**src/sv/pcisb_pkg.sv**
```systemverilog
// Shared types, codes and the reset table of the bridge configuration space.
// Used by pcisb_ctrl, pcisb_datapath and pci_southbridge_config_space.
package pcisb_pkg;

   localparam int unsigned ADDR_W = 8;
   localparam int unsigned BYTE_W = 8;
   localparam int unsigned FUNC_W = 3;
   localparam int unsigned DEPTH  = 256;
   localparam int unsigned REQ_W  = 24;
   localparam int unsigned RSP_W  = 24;

   typedef enum logic [1:0] {
      OP_CFG_READ  = 2'd0,
      OP_CFG_WRITE = 2'd1,
      OP_RST_READ  = 2'd2,
      OP_RST_WRITE = 2'd3
   } op_type;

   localparam logic [1:0] P92_NONE    = 2'd0;
   localparam logic [1:0] P92_ENABLE  = 2'd1;
   localparam logic [1:0] P92_DISABLE = 2'd2;

   localparam logic [1:0] RST_NONE = 2'd0;
   localparam logic [1:0] RST_CPU  = 2'd1;
   localparam logic [1:0] RST_FULL = 2'd2;

   localparam logic [7:0] REG_VENDOR_LO = 8'h00;
   localparam logic [7:0] REG_DEVICE_HI = 8'h03;
   localparam logic [7:0] REG_COMMAND   = 8'h04;
   localparam logic [7:0] REG_STATUS_0  = 8'h05;
   localparam logic [7:0] REG_STATUS_1  = 8'h06;
   localparam logic [7:0] REG_STATUS_2  = 8'h07;
   localparam logic [7:0] REG_REVISION  = 8'h08;
   localparam logic [7:0] REG_CLASS_HI  = 8'h0b;
   localparam logic [7:0] REG_HDR_TYPE  = 8'h0e;
   localparam logic [7:0] REG_RO_LO     = 8'h0f;
   localparam logic [7:0] REG_RO_HI     = 8'h4b;
   localparam logic [7:0] REG_PORT92    = 8'h4f;
   localparam logic [7:0] REG_ROUTE_A   = 8'h60;
   localparam logic [7:0] REG_ROUTE_D   = 8'h63;

   typedef enum logic [1:0] {
      ST_IDLE   = 2'd0,
      ST_LOOKUP = 2'd1,
      ST_EXEC   = 2'd2
   } state_type;

   typedef struct packed {
      logic capture;   // latch the accepted word
      logic lookup;    // read the byte store
      logic commit;    // update state, load the output register
   } cmd_type;

   typedef struct packed {
      logic out_stall; // output register holds a word nobody takes
   } status_type;

   function automatic logic [7:0] default_byte(input logic [7:0] addr);
      logic [7:0] val;
      unique case (addr)
         8'h00: val = 8'h86;
         8'h01: val = 8'h80;
         8'h02: val = 8'h84;
         8'h03: val = 8'h04;
         8'h04: val = 8'h07;
         8'h07: val = 8'h02;
         8'h08: val = 8'h03;
         8'h40: val = 8'h20;
         8'h42: val = 8'h04;
         8'h44: val = 8'h20;
         8'h45: val = 8'h10;
         8'h46: val = 8'h0f;
         8'h48: val = 8'h01;
         8'h49: val = 8'h10;
         8'h4a: val = 8'h10;
         8'h4b: val = 8'h0f;
         8'h4c: val = 8'h56;
         8'h4d: val = 8'h40;
         8'h4e: val = 8'h07;
         8'h4f: val = 8'h4f;
         8'h60: val = 8'h80;
         8'h61: val = 8'h80;
         8'h62: val = 8'h80;
         8'h63: val = 8'h80;
         8'h80: val = 8'h78;
         8'ha0: val = 8'h08;
         8'ha8: val = 8'h0f;
         default: val = 8'h00;
      endcase
      return val;
   endfunction

endpackage

```
**src/sv/pcisb_ctrl.sv**
```systemverilog
// Sequencer for one access: capture, store lookup, execute.
// Depends on pcisb_pkg for the state and command types.
module pcisb_ctrl (
   input  logic                  clock,
   input  logic                  reset,
   input  logic                  req_tvalid,
   output logic                  req_tready,
   input  pcisb_pkg::status_type status,
   output pcisb_pkg::cmd_type    cmd
);

   pcisb_pkg::state_type state_ff, state_in;

   always_ff @(posedge clock) begin
      if (reset) begin
         state_ff <= pcisb_pkg::ST_IDLE;
      end else begin
         state_ff <= state_in;
      end
   end

   always_comb begin
      state_in = state_ff;
      unique case (state_ff)
         pcisb_pkg::ST_IDLE: begin
            if (req_tvalid) state_in = pcisb_pkg::ST_LOOKUP;
         end
         pcisb_pkg::ST_LOOKUP: begin
            state_in = pcisb_pkg::ST_EXEC;
         end
         pcisb_pkg::ST_EXEC: begin
            if (!status.out_stall) state_in = pcisb_pkg::ST_IDLE;
         end
         default: state_in = pcisb_pkg::ST_IDLE;
      endcase
   end

   always_comb begin
      req_tready  = 1'b0;
      cmd.capture = 1'b0;
      cmd.lookup  = 1'b0;
      cmd.commit  = 1'b0;
      unique case (state_ff)
         pcisb_pkg::ST_IDLE: begin
            req_tready  = 1'b1;
            cmd.capture = req_tvalid;
         end
         pcisb_pkg::ST_LOOKUP: begin
            cmd.lookup = 1'b1;
         end
         pcisb_pkg::ST_EXEC: begin
            // hold until the output register frees up
            cmd.commit = !status.out_stall;
         end
         default: begin
            req_tready = 1'b0;
         end
      endcase
   end

endmodule

```
**src/sv/pcisb_datapath.sv**
```systemverilog
// Byte store, reset control register, access decode and output register.
// Depends on pcisb_pkg for codes, the reset table and command types.
module pcisb_datapath (
   input  logic                        clock,
   input  logic                        reset,
   input  pcisb_pkg::cmd_type          cmd,
   output pcisb_pkg::status_type       status,
   input  logic [1:0]                  req_op,
   input  logic [pcisb_pkg::FUNC_W-1:0] req_func,
   input  logic [pcisb_pkg::ADDR_W-1:0] req_addr,
   input  logic [pcisb_pkg::BYTE_W-1:0] req_data,
   output logic                        rsp_tvalid,
   input  logic                        rsp_tready,
   output logic [pcisb_pkg::RSP_W-1:0] rsp_tdata
);

   logic [7:0] cfg_mem_ff [pcisb_pkg::DEPTH];
   logic [pcisb_pkg::DEPTH-1:0] vld_ff, vld_in;

   pcisb_pkg::op_type op_ff;
   logic [2:0] func_ff;
   logic [7:0] addr_ff, data_ff;
   logic [7:0] rd_ff;
   logic       hit_ff;
   logic [7:0] rst_ctl_ff, rst_ctl_in;

   logic        out_vld_ff, out_vld_in;
   logic [19:0] out_ff, out_in;

   logic [7:0] cur;
   logic [7:0] wr_val;
   logic       wr_en;
   logic       full_rst;
   logic [7:0] read_data;
   logic [1:0] p92_evt;
   logic       route_vld;
   logic [1:0] route_pin;
   logic       route_dis;
   logic [3:0] route_irq;
   logic [1:0] rst_req;

   assign status.out_stall = out_vld_ff && !rsp_tready;

   // capture the accepted word
   always_ff @(posedge clock) begin
      if (cmd.capture) begin
         op_ff   <= pcisb_pkg::op_type'(req_op);
         func_ff <= req_func;
         addr_ff <= req_addr;
         data_ff <= req_data;
      end
   end

   // byte store: registered read, single write port
   always_ff @(posedge clock) begin
      if (cmd.lookup) begin
         rd_ff  <= cfg_mem_ff[addr_ff];
         hit_ff <= vld_ff[addr_ff];
      end
      if (wr_en) begin
         cfg_mem_ff[addr_ff] <= wr_val;
      end
   end

   assign cur = hit_ff ? rd_ff : pcisb_pkg::default_byte(addr_ff);

   always_comb begin
      read_data = 8'h00;
      p92_evt   = pcisb_pkg::P92_NONE;
      route_vld = 1'b0;
      route_pin = 2'd0;
      route_dis = 1'b0;
      route_irq = 4'd0;
      rst_req   = pcisb_pkg::RST_NONE;
      wr_en     = 1'b0;
      wr_val    = data_ff;
      full_rst  = 1'b0;
      rst_ctl_in = rst_ctl_ff;
      case (op_ff)
         pcisb_pkg::OP_CFG_READ: begin
            read_data = (func_ff != 3'd0) ? 8'hff : cur;
         end
         pcisb_pkg::OP_CFG_WRITE: begin
            if (func_ff == 3'd0) begin
               wr_en = 1'b1;
               if (addr_ff >= pcisb_pkg::REG_RO_LO && addr_ff <= pcisb_pkg::REG_RO_HI) begin
                  wr_en = 1'b0;
               end else begin
                  case (addr_ff) inside
                     [pcisb_pkg::REG_VENDOR_LO:pcisb_pkg::REG_DEVICE_HI],
                     [pcisb_pkg::REG_REVISION:pcisb_pkg::REG_CLASS_HI],
                     pcisb_pkg::REG_HDR_TYPE: begin
                        wr_en = 1'b0;
                     end
                     pcisb_pkg::REG_COMMAND: begin
                        wr_val = (data_ff & 8'h08) | 8'h07;
                     end
                     pcisb_pkg::REG_STATUS_0, pcisb_pkg::REG_STATUS_1: begin
                        wr_val = 8'h00;
                     end
                     pcisb_pkg::REG_STATUS_2: begin
                        wr_val = 8'h02;
                     end
                     pcisb_pkg::REG_PORT92: begin
                        // drop the write when bit 6 does not toggle
                        if (((data_ff ^ cur) & 8'h40) == 8'h00) begin
                           wr_en = 1'b0;
                        end else begin
                           p92_evt = data_ff[6] ? pcisb_pkg::P92_ENABLE
                                                : pcisb_pkg::P92_DISABLE;
                        end
                     end
                     [pcisb_pkg::REG_ROUTE_A:pcisb_pkg::REG_ROUTE_D]: begin
                        route_vld = 1'b1;
                        // offsets map to pins A, C, B, D
                        route_pin = {addr_ff[0], addr_ff[1]};
                        route_dis = data_ff[7];
                        route_irq = data_ff[7] ? 4'd0 : data_ff[3:0];
                     end
                     default: begin
                        wr_en = 1'b1;
                     end
                  endcase
               end
            end
         end
         pcisb_pkg::OP_RST_READ: begin
            read_data = rst_ctl_ff & 8'hfb;
         end
         default: begin
            if (!rst_ctl_ff[2] && data_ff[2]) begin
               if (data_ff[1]) begin
                  rst_req  = pcisb_pkg::RST_FULL;
                  full_rst = 1'b1;
               end else begin
                  rst_req = pcisb_pkg::RST_CPU;
               end
            end
            rst_ctl_in = data_ff & 8'hfd;
         end
      endcase
      wr_en = wr_en && cmd.commit;
   end

   always_comb begin
      vld_in = vld_ff;
      if (cmd.commit && full_rst) begin
         vld_in = '0;
      end else if (wr_en) begin
         vld_in[addr_ff] = 1'b1;
      end
   end

   always_comb begin
      out_vld_in = out_vld_ff && !rsp_tready;
      out_in     = out_ff;
      if (cmd.commit) begin
         out_vld_in = 1'b1;
         out_in = {rst_req, route_irq, route_dis, route_pin, route_vld, p92_evt, read_data};
      end
   end

   always_ff @(posedge clock) begin
      if (reset) begin
         vld_ff     <= '0;
         rst_ctl_ff <= 8'h00;
         out_vld_ff <= 1'b0;
      end else begin
         vld_ff     <= vld_in;
         out_vld_ff <= out_vld_in;
         if (cmd.commit) rst_ctl_ff <= rst_ctl_in;
      end
   end

   always_ff @(posedge clock) begin
      out_ff <= out_in;
   end

   assign rsp_tvalid = out_vld_ff;
   assign rsp_tdata  = {4'h0, out_ff};

endmodule

```
**src/sv/pci_southbridge_config_space.sv**
```systemverilog
// PCI-to-ISA bridge configuration space with reset control port.
// Each access runs capture, registered byte-store read and read-modify-write;
// rsp_tvalid rises when the last step loads the output register. A new access
// is taken only once the previous one commits, later while rsp_tready is low.
// Reset (synchronous, active high) restores the default table through
// per-byte valid bits at once and clears the reset control register.
module pci_southbridge_config_space (
   input  logic                         clock,
   input  logic                         reset,
   input  logic                         req_tvalid,
   output logic                         req_tready,
   // [1:0] operation
   input  logic [1:0]                   req_tuser,
   // [2:0] function_number, [10:3] reg_address, [18:11] write_data, [23:19] zero
   input  logic [pcisb_pkg::REQ_W-1:0]  req_tdata,
   output logic                         rsp_tvalid,
   input  logic                         rsp_tready,
   // [7:0] read_data, [9:8] port92_event, [10] route_valid, [12:11] route_pin,
   // [13] route_disabled, [17:14] route_irq, [19:18] reset_request, [23:20] zero
   output logic [pcisb_pkg::RSP_W-1:0]  rsp_tdata
);

   pcisb_pkg::cmd_type    cmd;
   pcisb_pkg::status_type status;

   pcisb_ctrl u_ctrl (
      .clock      (clock),
      .reset      (reset),
      .req_tvalid (req_tvalid),
      .req_tready (req_tready),
      .status     (status),
      .cmd        (cmd)
   );

   pcisb_datapath u_datapath (
      .clock      (clock),
      .reset      (reset),
      .cmd        (cmd),
      .status     (status),
      .req_op     (req_tuser),
      .req_func   (req_tdata[2:0]),
      .req_addr   (req_tdata[10:3]),
      .req_data   (req_tdata[18:11]),
      .rsp_tvalid (rsp_tvalid),
      .rsp_tready (rsp_tready),
      .rsp_tdata  (rsp_tdata)
   );

endmodule

```
**config.mk**
```make
export PLATFORM = sky130hd
export DESIGN_NAME = pci_southbridge_config_space
export DESIGN_NICKNAME = d
export VERILOG_FILES = /design/src/sv/pcisb_pkg.sv /design/src/sv/pcisb_ctrl.sv /design/src/sv/pcisb_datapath.sv /design/src/sv/pci_southbridge_config_space.sv
export SDC_FILE = /design/constraint.sdc
export NUM_CORES = 2
export LEC_CHECK = 0
export ABC_AREA = 1
export BUFFER_PORTS_ARGS = -buffer_cell sky130_fd_sc_hd__buf_4
export CAP_MARGIN = 30
export CORE_MARGIN = 2
export CORE_UTILIZATION = 36
export DETAILED_ROUTE_END_ITERATION = 10
export GPL_ROUTABILITY_DRIVEN = 0
export PLACE_DENSITY = 0.55
export SKIP_CTS_REPAIR_TIMING = 1
export SLEW_MARGIN = 20
export SYNTH_ARGS = -nofsm -noshare
export SYNTH_HDL_FRONTEND = slang
export SYNTH_HIERARCHICAL = 1
export SYNTH_SLANG_ARGS = --single-unit
```
**constraint.sdc**
```tcl
create_clock -name clock -period 16.4 [get_ports clock]
set_input_delay 0.82 -clock clock [delete_from_list [all_inputs] [get_ports clock]]
set_output_delay 0.82 -clock clock [all_outputs]
set_load 0.05 [all_outputs]
```
==> reports/results.tsv <==
stage	metric	value	unit
run_status	outcome	completed	
critical_path	Crit Path Category	flip-flop to flip-flop	
routing	drt pass-1 iters	6	
timing	number of hold violations in the final report	0	
power	pwr dens	116.0	mW/mm²
yosys	Netlist Area Pre-Place	0.09677	mm²
layout	register area	0.06833	mm²
floorplanning	Die Width	522.5	µm
timing	Tmin final	6.889	ns
yosys	Mapped Avg Cell Area	10.42	µm²
yosys	Post-synth EDFFs	2098	
place	dpl hpwl	153400	µm
layout	final-stage net count	9761	
floorplanning	Initial Utilization	36.15	%
critical_path	CP Max Fanout	78	
min_path	Hold Path Cell Cnt	1	
timing	crit share post-route	42.01	%
critical_path	CP endpoint kind	flip-flop	
place	IO Port Bufs	46	
clock_tree	Root Buffer	clkbuf_16	
clock_tree	H-Tree Level Count	4	
routing	remaining antenna violation count after routing	0	
critical_path	Critical Path Source Type	flip-flop	
flow_run	max_cap viols	0	
global_route	first-pass GRT wire length	407500	µm
yosys	top cell type's share of synthesized area	65.10	%
routing	Iteration-0 DRC Markers	6317	
clock_tree	Worst-Skew Late Latency	0.90	ns
timing	worst hold slack	0.1198	ns
timing	Worst-Margin Slew	1.138	ns
floorplanning	die area	0.2730	mm²
critical_path	worst r2r src	u_datapath/addr_ff[2]	
routing	WL per Instance	20.51	µm
timing	RSZ-0062 raised after global routing	no	
critical_path	Critical Path AT	7.38	ns
global_route	initial antenna violation count	4	
yosys	Unique masters post-synth	40	
place	Cell Area, Placed	0.1030	mm²
timing	Clock Skew	0.04324	ns
timing	Max Fclk	0.1452	GHz
timing	# setup viols final	0	
routing	Vias/cell	4.963	
yosys	Mapped Cells	9285	
yosys	Ys Warns	6	
routing	# DRC	0	
yosys	Most used DFF post-synth	edfxtp_1	
critical_path	R2R depth	13	
layout	final instance area	0.1108	mm²
yosys	ys async rst share	0	%
critical_path	Worst EP required	16.89	ns
critical_path	Reg-to-Reg End	u_datapath/cfg_mem_ff[233][2]	
critical_path	crit path from	u_datapath/addr_ff[2]	
yosys	synth top area cells	edfxtp_1 (65%), nand2_1 (16%), dfxtp_1 (5.5%)	
power	peak supply drop	0.00009559	V
global_route	largest net degree at the start of global routing	217	
floorplanning	DIE HEIGHT	522.5	µm
critical_path	r2r setup slk	9.51	ns
routing	Vias	66980	
min_path	hold endpoint	u_datapath/func_ff[0]	
clock_tree	CTS tree	yes	
global_route	vias in the first global route	63360	
floorplanning	IO Count	56	
place	worst slack, placed	9.640	ns
timing	Worst Slack Setup Final	9.511	ns
yosys	top-count cell post-synth	nand2_1	
timing	setup TNS	0	ns
power	leakage	41.57	nW
yosys	Post-synth top cells	nand2_1 (4164), edfxtp_1 (2098), nor2_1 (642)	
min_path	Hold Crit Class	input port to flip-flop	
yosys	Yosys top cell by area	edfxtp_1	
global_route	gr ovfl total	0	
routing	final wirelength	276800	µm
min_path	Min-Delay Startpoint	req_tdata[0]	
clock_tree	Clock transition at path regs	0.06	ns
global_route	gr usage total	19.89	%
clock_tree	total clock sinks	2364	
floorplanning	CORE AREA	0.2677	mm²
power	total power	12.86	mW
timing	max-slew violations	0	
layout	Area growth, synth to finish	14.50	%
timing	max_slew headroom	24.16	%
layout	multi-input logic area	0.02753	mm²
clock_tree	CTS buffer count	235	
yosys	post-synthesis sequential area ratio	70.61	%
floorplanning	num rows	190	
yosys	Synth Register Bits	2364	
layout	# fillers	25650	
layout	share of layout cells above drive strength 1	5.725	%
clock_tree	clk buf depth	3	
-- state kept, by name, summed over array words and instances, names as in the netlist --
signal / count
u_datapath/rsp_tvalid: 1
u_datapath/rd_ff: 8
u_datapath/out_ff: 20
u_datapath/addr_ff: 8
u_ctrl/state_ff: 2
u_datapath/hit_ff: 1
u_datapath/cfg_mem_ff: 2048
u_datapath/op_ff: 2
u_datapath/func_ff: 3
u_datapath/rst_ctl_ff: 7
u_datapath/vld_ff: 256
u_datapath/data_ff: 8
-- power breakdown --
| group | internal [mW] | switching, mW |
|---|---|---|
| registers | 6.67 | 0.0270 |
| logic | 0.162 | 0.639 |
| clock network | 3.05 | 2.31 |
| total | 9.88 | 2.97 |
-- area by class of cell --
type / instances / area share [%]
antenna: 5 / 0.01129
clock buffer: 296 / 5.636
clock inverter: 148 / 1.252
inverter: 268 / 0.9554
multi-input combinational: 6686 / 24.84
sequential: 2364 / 61.67
tap: 3552 / 4.011
timing repair buffer: 176 / 1.622
-- cell families (layout without fill, tap and decap cells) --
group | after synthesis | after routing | synth area share, %
flip-flops | 2364 | 2364 | 70.61
buffers and inverters | 798 | 888 | 3.288
AND/OR/NAND/NOR | 5366 | 5366 | 21.87
other | 1 | 569 | 0.003875
AO/OA/AOI/OAI | 756 | 756 | 4.227
-- routing by layer --
| layer | up-vias | GRT usage [%] | part of all wire [%] |
|---|---|---|---|
| met5 | - | 0 | 0.0043 |
| met4 | 2 | 6.953 | 3.5 |
| met3 | 446 | 3.132 | 6.8 |
| met2 | 2208 | 32.81 | 47 |
| met1 | 32930 | 26.59 | 43 |
| li1 | 31400 | - | - |
-- per-stage QoR --
step / cells / util, %
2_1_floorplan: 9848 / -
3_3_place_gp: 13030 / 38.35
3_5_place_dp: 13040 / 38.48
4_1_cts: 13480 / 41.33
5_1_grt: 13490 / 41.39
6_report: 13500 / 41.39
-- worst max-delay path, stage by stage, from the launching register on --
cell      delay (ns)
edfxtp_1        0.50
nor2_4          0.58
inv_1           0.19
nor2_1          0.30
nand2_1         0.23
nand3_1         0.14
nand2_1         0.08
nand2_1         0.09
nand2_1         0.10
nand3_4         0.44
buf_4           0.86
buf_4           0.83
nand3_2         0.99
nor2_1          1.10
-- worst max path at each step --
stage | end | slack (ns) | cells after the start
4_1_cts | u_datapath/cfg_mem_ff[233][2] | 9.58 | 13
2_1_floorplan | u_datapath/cfg_mem_ff[0][0] | 2.89 | 10
6_report | u_datapath/cfg_mem_ff[233][2] | 9.51 | 13
3_5_place_dp | u_datapath/cfg_mem_ff[233][6] | 9.64 | 13
5_1_grt | u_datapath/cfg_mem_ff[233][2] | 9.21 | 13
3_3_place_gp | u_datapath/cfg_mem_ff[234][4] | 9.72 | 13
-- layout by cell type, fill, tap and decap left out, types with 6 or more instances in the layout --
master and instances:
inv_6 10, a211oi_1 7, clkbuf_16 238, nand3_2 14, nand3_1 346, nand4_1 175
bufinv_16 23, inv_2 7, nor3_1 7, buf_4 143, a21oi_1 319, clkinv_1 65
clkbuf_1 50, nor2_4 9, dfxtp_1 266, clkinvlp_4 6, conb_1 564, buf_12 17
nand2_2 8, nor2_1 635, clkinv_2 39, nand2_1 4161, clkbuf_8 7, edfxtp_1 2098
a22oi_1 28, inv_1 251, o21bai_1 78, o21ai_0 311, buf_16 13
Power figures use the tool's default switching activity.
